`src/hw/rtl/ect_pkg.sv`:
```
// ---------------------------------------------------------------------------
// ect_pkg
// Shared types for the ear clipping triangulator: points and cross results.
// ---------------------------------------------------------------------------
package ect_pkg;

  localparam int unsigned CoordW = 16;

  typedef struct packed {
    logic signed [CoordW-1:0] x;
    logic signed [CoordW-1:0] y;
  } point_t;

  typedef struct packed {
    logic done;
    logic neg;
    logic pos;
  } cross_res_t;

endpackage

```
`src/hw/rtl/ear_clipping_triangulator_core.sv`:
```
// ---------------------------------------------------------------------------
// ear_clipping_triangulator_core
// Stores polygon vertices, then cuts the polygon into triangles by ear
// clipping (clockwise winding) with one shared cross product unit.
// ---------------------------------------------------------------------------
//  channel | direction | handshake           | payload
//  in_     | input     | in_valid/in_stall   | vertex_x, vertex_y, final_vertex
//  out_    | output    | out_valid/out_stall | triangle corners and flags
//
//  After the final beat the block stalls its input while clipping: each
//  cross product runs in the shared multiplier unit, and each containment
//  test takes three of them plus a fetch of the point; entries are shifted
//  down when an ear is removed. Reset is synchronous on rst_n; the vertex
//  memory needs no clearing. An output stall holds the result register and,
//  while a triangle or the final flag waits to be sent, the clipping too.
// ---------------------------------------------------------------------------
module ear_clipping_triangulator_core #(
  parameter int unsigned MAX_VERTICES = 64
) (
  input  logic clk,
  input  logic rst_n,
  input  logic in_valid,
  output logic in_stall,
  input  logic signed [ect_pkg::CoordW-1:0] in_vertex_x,
  input  logic signed [ect_pkg::CoordW-1:0] in_vertex_y,
  input  logic in_final_vertex,
  output logic out_valid,
  input  logic out_stall,
  output logic signed [ect_pkg::CoordW-1:0] out_first_x,
  output logic signed [ect_pkg::CoordW-1:0] out_first_y,
  output logic signed [ect_pkg::CoordW-1:0] out_middle_x,
  output logic signed [ect_pkg::CoordW-1:0] out_middle_y,
  output logic signed [ect_pkg::CoordW-1:0] out_third_x,
  output logic signed [ect_pkg::CoordW-1:0] out_third_y,
  output logic out_triangle_valid,
  output logic out_incomplete,
  output logic out_last_triangle
);
  import ect_pkg::*;

  localparam int unsigned IW = $clog2(MAX_VERTICES);
  localparam int unsigned CW = $clog2(MAX_VERTICES + 1);
  localparam logic [CW-1:0] MaxCnt = CW'(MAX_VERTICES);

  localparam logic [3:0] S_IDLE  = 4'd0;
  localparam logic [3:0] S_START = 4'd1;
  localparam logic [3:0] S_R0    = 4'd2;
  localparam logic [3:0] S_R1    = 4'd3;
  localparam logic [3:0] S_R2    = 4'd4;
  localparam logic [3:0] S_R3    = 4'd5;
  localparam logic [3:0] S_CV    = 4'd6;
  localparam logic [3:0] S_JCHK  = 4'd7;
  localparam logic [3:0] S_JRD   = 4'd8;
  localparam logic [3:0] S_XS    = 4'd9;
  localparam logic [3:0] S_XW    = 4'd10;
  localparam logic [3:0] S_NEXTI = 4'd11;
  localparam logic [3:0] S_EMIT  = 4'd12;
  localparam logic [3:0] S_SHR   = 4'd13;
  localparam logic [3:0] S_SHW   = 4'd14;
  localparam logic [3:0] S_FIN   = 4'd15;

  logic [3:0]    state_r, state_nxt;
  logic [CW-1:0] cnt_r, cnt_nxt, n_r, n_nxt;
  logic [CW-1:0] i_r, i_nxt, j_r, j_nxt, s_r, s_nxt;
  logic [1:0]    k_r, k_nxt;
  logic          ovf_r, ovf_nxt, inc_r, inc_nxt;
  logic          nacc_r, nacc_nxt, pacc_r, pacc_nxt;
  logic          pend_v_r, pend_v_nxt;
  point_t        a_r, b_r, c_r, p_r, pa_r, pb_r, pc_r;
  logic          cap_a, cap_b, cap_c, cap_p, cap_pend;
  logic [CW-1:0] pv, nx;

  logic          we;
  logic [IW-1:0] waddr, raddr;
  point_t        wdata, rdata;

  logic          x_start;
  point_t        xa, xb, xc;
  cross_res_t    xres;

  logic          out_free, out_load;
  logic          out_valid_r;
  point_t        of_r, om_r, ot_r, of_nxt, om_nxt, ot_nxt;
  logic          otv_r, oinc_r, olast_r, otv_nxt, oinc_nxt, olast_nxt;
  logic          in_acc;

  assign pv = (i_r == '0) ? n_r - CW'(1) : i_r - CW'(1);
  assign nx = (i_r == n_r - CW'(1)) ? '0 : i_r + CW'(1);

  assign in_stall = (state_r != S_IDLE);
  assign in_acc   = in_valid && !in_stall;
  assign out_free = !out_valid_r || !out_stall;

  ect_ram #(.WIDTH(2*CoordW), .DEPTH(MAX_VERTICES)) u_store (
    .clk  (clk),
    .we   (we),
    .waddr(waddr),
    .wdata(wdata),
    .raddr(raddr),
    .rdata(rdata)
  );

  ect_cross u_cross (
    .clk  (clk),
    .rst_n(rst_n),
    .start(x_start),
    .a    (xa),
    .b    (xb),
    .c    (xc),
    .res  (xres)
  );

  always_comb begin
    xa = a_r;
    xb = b_r;
    xc = c_r;
    if (state_r == S_XS) begin
      xa = p_r;
      case (k_r)
        2'd0: begin xb = a_r; xc = b_r; end
        2'd1: begin xb = b_r; xc = c_r; end
        default: begin xb = c_r; xc = a_r; end
      endcase
    end
  end

  always_comb begin
    state_nxt  = state_r;
    cnt_nxt    = cnt_r;
    n_nxt      = n_r;
    i_nxt      = i_r;
    j_nxt      = j_r;
    s_nxt      = s_r;
    k_nxt      = k_r;
    ovf_nxt    = ovf_r;
    inc_nxt    = inc_r;
    nacc_nxt   = nacc_r;
    pacc_nxt   = pacc_r;
    pend_v_nxt = pend_v_r;
    cap_a = 1'b0; cap_b = 1'b0; cap_c = 1'b0; cap_p = 1'b0; cap_pend = 1'b0;
    we      = 1'b0;
    waddr   = cnt_r[IW-1:0];
    wdata.x = in_vertex_x;
    wdata.y = in_vertex_y;
    raddr   = i_r[IW-1:0];
    x_start = 1'b0;
    out_load  = 1'b0;
    of_nxt    = pend_v_r ? pa_r : '0;
    om_nxt    = pend_v_r ? pb_r : '0;
    ot_nxt    = pend_v_r ? pc_r : '0;
    otv_nxt   = pend_v_r;
    oinc_nxt  = 1'b0;
    olast_nxt = 1'b0;
    case (state_r)
      S_IDLE: begin
        if (in_acc) begin
          if (cnt_r < MaxCnt) begin
            we      = 1'b1;
            cnt_nxt = cnt_r + CW'(1);
          end else begin
            ovf_nxt = 1'b1;
          end
          if (in_final_vertex) begin
            n_nxt      = (cnt_r < MaxCnt) ? cnt_r + CW'(1) : cnt_r;
            inc_nxt    = ovf_r || !(cnt_r < MaxCnt);
            pend_v_nxt = 1'b0;
            state_nxt  = S_START;
          end
        end
      end
      S_START: begin
        i_nxt     = '0;
        state_nxt = (n_r < CW'(3)) ? S_FIN : S_R0;
      end
      S_R0: begin
        raddr     = pv[IW-1:0];
        state_nxt = S_R1;
      end
      S_R1: begin
        cap_a     = 1'b1;
        raddr     = i_r[IW-1:0];
        state_nxt = S_R2;
      end
      S_R2: begin
        cap_b     = 1'b1;
        raddr     = nx[IW-1:0];
        state_nxt = S_R3;
      end
      S_R3: begin
        cap_c     = 1'b1;
        x_start   = 1'b0;
        state_nxt = S_CV;
      end
      S_CV: begin
        if (k_r == 2'd3) begin
          if (xres.done) begin
            k_nxt = 2'd0;
            if (xres.neg) begin
              j_nxt     = '0;
              state_nxt = S_JCHK;
            end else begin
              state_nxt = S_NEXTI;
            end
          end
        end else begin
          x_start = 1'b1;
          k_nxt   = 2'd3;
        end
      end
      S_JCHK: begin
        raddr = j_r[IW-1:0];
        if (j_r == n_r) begin
          state_nxt = S_EMIT;
        end else if (j_r == i_r || j_r == pv || j_r == nx) begin
          j_nxt = j_r + CW'(1);
        end else begin
          state_nxt = S_JRD;
        end
      end
      S_JRD: begin
        cap_p     = 1'b1;
        k_nxt     = 2'd0;
        nacc_nxt  = 1'b0;
        pacc_nxt  = 1'b0;
        state_nxt = S_XS;
      end
      S_XS: begin
        x_start   = 1'b1;
        state_nxt = S_XW;
      end
      S_XW: begin
        if (xres.done) begin
          nacc_nxt = nacc_r || xres.neg;
          pacc_nxt = pacc_r || xres.pos;
          if (k_r == 2'd2) begin
            k_nxt = 2'd0;
            if (!((nacc_r || xres.neg) && (pacc_r || xres.pos))) begin
              state_nxt = S_NEXTI;
            end else begin
              j_nxt     = j_r + CW'(1);
              state_nxt = S_JCHK;
            end
          end else begin
            k_nxt     = k_r + 2'd1;
            state_nxt = S_XS;
          end
        end
      end
      S_NEXTI: begin
        if (i_r + CW'(1) == n_r) begin
          inc_nxt   = 1'b1;
          state_nxt = S_FIN;
        end else begin
          i_nxt     = i_r + CW'(1);
          state_nxt = S_R0;
        end
      end
      S_EMIT: begin
        if (!pend_v_r || out_free) begin
          out_load   = pend_v_r;
          cap_pend   = 1'b1;
          pend_v_nxt = 1'b1;
          s_nxt      = i_r + CW'(1);
          state_nxt  = S_SHR;
        end
      end
      S_SHR: begin
        raddr = s_r[IW-1:0];
        if (s_r == n_r) begin
          n_nxt     = n_r - CW'(1);
          state_nxt = S_START;
        end else begin
          state_nxt = S_SHW;
        end
      end
      S_SHW: begin
        we        = 1'b1;
        waddr     = IW'(s_r - CW'(1));
        wdata     = rdata;
        s_nxt     = s_r + CW'(1);
        state_nxt = S_SHR;
      end
      S_FIN: begin
        if (out_free) begin
          out_load   = 1'b1;
          oinc_nxt   = inc_r;
          olast_nxt  = 1'b1;
          pend_v_nxt = 1'b0;
          cnt_nxt    = '0;
          ovf_nxt    = 1'b0;
          state_nxt  = S_IDLE;
        end
      end
      default: state_nxt = S_IDLE;
    endcase
  end

  always_ff @(posedge clk) begin
    if (!rst_n) begin
      state_r     <= S_IDLE;
      cnt_r       <= '0;
      ovf_r       <= 1'b0;
      pend_v_r    <= 1'b0;
      out_valid_r <= 1'b0;
      k_r         <= 2'd0;
    end else begin
      state_r  <= state_nxt;
      cnt_r    <= cnt_nxt;
      ovf_r    <= ovf_nxt;
      pend_v_r <= pend_v_nxt;
      k_r      <= k_nxt;
      if (out_load) begin
        out_valid_r <= 1'b1;
      end else if (!out_stall) begin
        out_valid_r <= 1'b0;
      end
    end
  end

  always_ff @(posedge clk) begin
    n_r    <= n_nxt;
    i_r    <= i_nxt;
    j_r    <= j_nxt;
    s_r    <= s_nxt;
    inc_r  <= inc_nxt;
    nacc_r <= nacc_nxt;
    pacc_r <= pacc_nxt;
    if (cap_a) a_r <= rdata;
    if (cap_b) b_r <= rdata;
    if (cap_c) c_r <= rdata;
    if (cap_p) p_r <= rdata;
    if (cap_pend) begin
      pa_r <= a_r;
      pb_r <= b_r;
      pc_r <= c_r;
    end
    if (out_load) begin
      of_r    <= of_nxt;
      om_r    <= om_nxt;
      ot_r    <= ot_nxt;
      otv_r   <= otv_nxt;
      oinc_r  <= oinc_nxt;
      olast_r <= olast_nxt;
    end
  end

  assign out_valid          = out_valid_r;
  assign out_first_x        = of_r.x;
  assign out_first_y        = of_r.y;
  assign out_middle_x       = om_r.x;
  assign out_middle_y       = om_r.y;
  assign out_third_x        = ot_r.x;
  assign out_third_y        = ot_r.y;
  assign out_triangle_valid = otv_r;
  assign out_incomplete     = oinc_r;
  assign out_last_triangle  = olast_r;

endmodule

```
`src/hw/rtl/ect_ram.sv`:
```
// ---------------------------------------------------------------------------
// ect_ram
// Generic single write, single read RAM with registered read data.
// ---------------------------------------------------------------------------
module ect_ram #(
  parameter int unsigned WIDTH = 32,
  parameter int unsigned DEPTH = 64
) (
  input  logic                     clk,
  input  logic                     we,
  input  logic [$clog2(DEPTH)-1:0] waddr,
  input  logic [WIDTH-1:0]         wdata,
  input  logic [$clog2(DEPTH)-1:0] raddr,
  output logic [WIDTH-1:0]         rdata
);

  logic [WIDTH-1:0] mem [DEPTH];
  logic [WIDTH-1:0] rdata_r;

  always_ff @(posedge clk) begin
    if (we) begin
      mem[waddr] <= wdata;
    end
    rdata_r <= mem[raddr];
  end

  assign rdata = rdata_r;

endmodule

```
`src/hw/rtl/ect_cross.sv`:
```
// ---------------------------------------------------------------------------
// ect_cross
// Sign of (b-a)x(c-a), both products taken in turn on one shared 17x17 multiplier.
// ---------------------------------------------------------------------------
module ect_cross (
  input  logic            clk,
  input  logic            rst_n,
  input  logic            start,
  input  ect_pkg::point_t a,
  input  ect_pkg::point_t b,
  input  ect_pkg::point_t c,
  output ect_pkg::cross_res_t res
);
  import ect_pkg::*;

  logic signed [CoordW:0]     ux_r, uy_r, vx_r, vy_r;
  logic signed [2*CoordW+1:0] p1_r, p2_r, prod;
  logic signed [2*CoordW+2:0] diff;
  logic [1:0]                 cnt_r, cnt_nxt;
  logic                       busy_r, busy_nxt;
  logic                       done_r, neg_r, pos_r;
  logic signed [CoordW:0]     m_a, m_b;

  assign m_a  = (cnt_r == 2'd0) ? ux_r : uy_r;
  assign m_b  = (cnt_r == 2'd0) ? vy_r : vx_r;
  assign prod = m_a * m_b;
  assign diff = {p1_r[2*CoordW+1], p1_r} - {p2_r[2*CoordW+1], p2_r};

  always_comb begin
    busy_nxt = busy_r;
    cnt_nxt  = cnt_r;
    if (start) begin
      busy_nxt = 1'b1;
      cnt_nxt  = 2'd0;
    end else if (busy_r) begin
      cnt_nxt = cnt_r + 2'd1;
      if (cnt_r == 2'd2) begin
        busy_nxt = 1'b0;
      end
    end
  end

  always_ff @(posedge clk) begin
    if (!rst_n) begin
      busy_r <= 1'b0;
      cnt_r  <= 2'd0;
      done_r <= 1'b0;
    end else begin
      busy_r <= busy_nxt;
      cnt_r  <= cnt_nxt;
      done_r <= busy_r && (cnt_r == 2'd2);
    end
  end

  always_ff @(posedge clk) begin
    if (start) begin
      ux_r <= {b.x[CoordW-1], b.x} - {a.x[CoordW-1], a.x};
      uy_r <= {b.y[CoordW-1], b.y} - {a.y[CoordW-1], a.y};
      vx_r <= {c.x[CoordW-1], c.x} - {a.x[CoordW-1], a.x};
      vy_r <= {c.y[CoordW-1], c.y} - {a.y[CoordW-1], a.y};
    end else if (busy_r) begin
      case (cnt_r)
        2'd0: p1_r <= prod;
        2'd1: p2_r <= prod;
        default: begin
          neg_r <= diff < 0;
          pos_r <= diff > 0;
        end
      endcase
    end
  end

  assign res.done = done_r;
  assign res.neg  = neg_r;
  assign res.pos  = pos_r;

endmodule
```
`config.mk`:
```
export PLATFORM = sky130hd
export DESIGN_NAME = ear_clipping_triangulator_core
export DESIGN_NICKNAME = d
export VERILOG_FILES = /design/src/hw/rtl/ect_pkg.sv /design/src/hw/rtl/ear_clipping_triangulator_core.sv /design/src/hw/rtl/ect_ram.sv /design/src/hw/rtl/ect_cross.sv
export SDC_FILE = /design/constraint.sdc
export NUM_CORES = 2
export LEC_CHECK = 0
export ABC_AREA = 1
export BUFFER_PORTS_ARGS = -buffer_cell sky130_fd_sc_hd__buf_4
export CORE_MARGIN = 2
export CORE_UTILIZATION = 55
export DETAILED_ROUTE_END_ITERATION = 12
export PLACE_DENSITY_LB_ADDON = 0.1
export SYNTH_ARGS = -nofsm -noshare
export SYNTH_HDL_FRONTEND = slang
export SYNTH_SLANG_ARGS = --single-unit
```
`constraint.sdc`:
```
create_clock -name clk -period 17.7 [get_ports clk]
set_clock_uncertainty 0.05 [all_clocks]
set_input_delay 1.77 -clock clk [delete_from_list [all_inputs] [get_ports clk]]
set_output_delay 1.77 -clock clk [all_outputs]
set_load 0.01 [all_outputs]
```
==> results by group <==
Drt
  • Wire per inst: 25.9 um
  • Vias/cell: 5.94
  • DRT Pass-1 Iters: 6
  • DR iter-0 viols: 12700
  • Post-route ant nets: 0
  • DRC Markers: 0
  • Vias: 89000
  • Total Wirelength: 389000 um

Logic synthesis
  • Cells after synthesis: 11800
  • Distinct cells, synth: 52
  • Syn nets: 12300
  • Mux share of post-synthesis cell area: 0.255%
  • Synth Area in Compound Gates: 2.27%
  • Sequential area share after synthesis: 61.6%
  • Post-Synth Simple-Gate Area: 21.1%
  • Xor/xnor share of the synthesized area: 1.12%
  • Fraction of registers with async set/reset: 0%
  • Syn Area/Cell: 10.6 sq um
  • Number of synthesized flops with an enable pin: 2540
  • Synth warnings: 0
  • Yosys reg bits: 2592
  • Synth Area in Adders: 6.73%
  • Main flop type after synthesis: edfxtp_1
  • Post-Syn Area: 125000 sq um
  • Largest family of logic cells by synthesized area: simple AND/OR/NAND/NOR gates

Worst hold path
  • Hold Crit Start: b_r[12]$_DFFE_PP_
  • Cell depth of the worst min-delay path: 0
  • End of the worst hold path: pb_r[12]$_DFFE_PP_
  • Worst Hold Class: reg -> reg

Critical path
  • Worst-case reg-to-reg path depth: 24
  • Crit path kind: reg -> reg
  • Kind of start point of the critical path: flop
  • Reg2reg start: u_cross.cnt_r[1]$_SDFFE_PP0P_
  • CP Buf/Inv Count: 5
  • Slowest stage delay, CP: 0.95 ns
  • Critical Path AT: 9.59 ns
  • CP Max Fanout: 67
  • R2R Path End: u_cross.p2_r[32]$_DFFE_PP_
  • Reg2reg setup slack: 8.76 ns
  • Worst path cell trace: inv_1, ha_2, buf_4, nand2_1, o21ai_1, clkinv_1, nor2_1, fa_1, fa_1, fa_1, fa_1, fa_1, inv_1, fa_1, inv_1, ha_1, a21oi_1, o21ai_0, a2111oi_0, o221ai_1, a21oi_1, nor2_1, nor2_1, xor2_1
  • Critical path depth: 24
  • Top cell family by delay on the critical path: adder cells
  • CP endpoint kind: flop
  • CP max stage cell: fa_1
  • Critical Path RT: 18.35 ns
  • Most used cell, CP: fa_1

Placed design
  • Placed inst area: 130000 sq um
  • Gp weighted congestion: 0.912
  • Count of input and output buffers: 137
  • Dpl hpwl: 229000 um

Clock network
  • Hold buffer count at CTS: 0
  • Number of clock sinks: 2592
  • TritonCTS buffer count: 289
  • CTS Buffer Depth: 4
  • Post-cts resize count: 0
  • CTS tree: yes
  • Postcts setup bufs: 0
  • Reg clk slew, reported paths: 0.06 ns
  • Clk_lat worst skew: 0.94 ns
  • Clock Tree Root: clkbuf_16
  • H-Tree Depth: 5

Timing
  • Fin. max-slew vios: 0
  • Final setup TNS: 0 ns
  • Final hold vios: 0
  • Post-layout min period: 8.94 ns
  • Worst Tran Pin Value: 1.21 ns
  • RSZ-0062 raised after global routing: no
  • Fmax: 0.112 GHz
  • Period utilization: 50.5%
  • Slew margin rel.: 18.7%
  • Final setup violation count: 0

Cells and area
  • Share of cells above drive strength 1: 7.23%
  • Post-route core utilization: 61.1%
  • Commonest non-fill, non-tap cell in the layout: nand2_1
  • Largest register FFs: 2048
  • Commonest cells after routing, fill and taps aside: 2638 x nand2_1, 2540 x edfxtp_1, 2242 x nand3_1
  • Reg with most FFs: u_store.mem
  • Largest registers: u_store.mem: 2048 flops, u_cross.p1_r: 34 flops, u_cross.p2_r: 34 flops
  • # nets final: 12300
  • Design area: 139000 sq um
  • Area grow syn2layout: 10.6%

Outcome
  • Status: completed

GRT
  • Congestion Overflow GR: 0
  • First-pass GRT wire length: 566000 um
  • Pin count of the biggest net entering global routing: 180
  • Antenna violations before repair: 20
  • Total track usage: 33.2%
  • Vias in the first global route: 83900

Die
  • Die span in y: 482 um
  • DIE AREA: 232000 sq um
  • Row count: 175
  • Core area: 227000 sq um
  • Num ports: 138
  • Die X: 482 um
  • Initial Utilization: 55.2%

Flow run
  • Max-cap viol count: 0
layout make-up:
| class | count | area [sq um] |
|---|---|---|
| fill | 18200 | 88300 |
| sequential | 2592 | 77300 |
| multi-input combinational | 7008 | 40200 |
| clock buffer | 365 | 7660 |
| inverter | 1558 | 5860 |
| tap | 3009 | 3760 |
| timing repair buffer | 351 | 2740 |
| clock inverter | 115 | 1200 |
| antenna | 3 | 7.51 |
worst max path at each step:
stage,slack [ns],from,endpoint
after global routing,8.29,u_cross.cnt_r[1]$_SDFFE_PP0P_,u_cross.p2_r[32]$_DFFE_PP_
after detailed placement,8.92,u_cross.cnt_r[1]$_SDFFE_PP0P_,u_cross.p2_r[32]$_DFFE_PP_
after global placement,8.95,u_cross.cnt_r[0]$_SDFFE_PP0P_,u_cross.p1_r[32]$_DFFE_PP_
final,8.76,u_cross.cnt_r[1]$_SDFFE_PP0P_,u_cross.p2_r[32]$_DFFE_PP_
after CTS,8.79,u_cross.cnt_r[1]$_SDFFE_PP0P_,u_cross.p2_r[32]$_DFFE_PP_
after floorplan,7.72,out_stall,out_first_x[0]$_SDFFCE_PN0P_
logic make-up after synthesis:
family,count (synthesis)
adder cells (fa/ha/maj),494
AND/OR/NAND/NOR,5815
multiplexers,32
AO/OA/AOI/OAI,506
buffers and inverters,2208
XOR/XNOR,161
flip-flops,2592
per-stage QoR:
| stage | hold WS [ns] | setup slack (ns) | instances |
|---|---|---|---|
| after floorplan | 0.356 | 7.72 | 11800 |
| after global placement | 0.406 | 8.95 | 14500 |
| after detailed placement | 0.409 | 8.92 | 14500 |
| after CTS | 0.422 | 8.79 | 15000 |
| after global routing | 0.429 | 8.29 | 15000 |
| final | 0.424 | 8.76 | 15000 |
synth_stat cells, types with 13 or more instances:
cell / instances / area, sq um
nor2_1: 401 / 1510
o21ai_0: 182 / 911
edfxtp_1: 2540 / 76300
xnor2_1: 54 / 473
buf_1: 94 / 353
inv_2: 14 / 52.6
o22ai_1: 76 / 475
nand2_1: 2671 / 10000
mux2i_1: 32 / 320
nand3b_1: 417 / 3130
nor3_1: 28 / 140
a31oi_1: 13 / 81.3
xor2_1: 107 / 937
inv_1: 1531 / 5750
clkbuf_1: 253 / 950
o21ai_1: 17 / 85.1
nand4_1: 28 / 175
fa_1: 301 / 6030
a21oi_1: 149 / 746
nand3_1: 2242 / 11200
buf_2: 298 / 1490
dfxtp_1: 52 / 1040
ha_1: 193 / 2410
clkinv_1: 13 / 48.8
per-layer routing:
metal	global-route usage [%]	vias to the layer above	wire length, um
met5	0	-	13
met4	9.99	2	11500
met3	6.11	567	43300
met2	47.8	4930	167000
met1	51.4	43800	168000
li1	-	39800	-
Power is left out: the tool's default activity adds up to more than one toggle a clock period on the data nets, which glitch-free logic cannot reach.
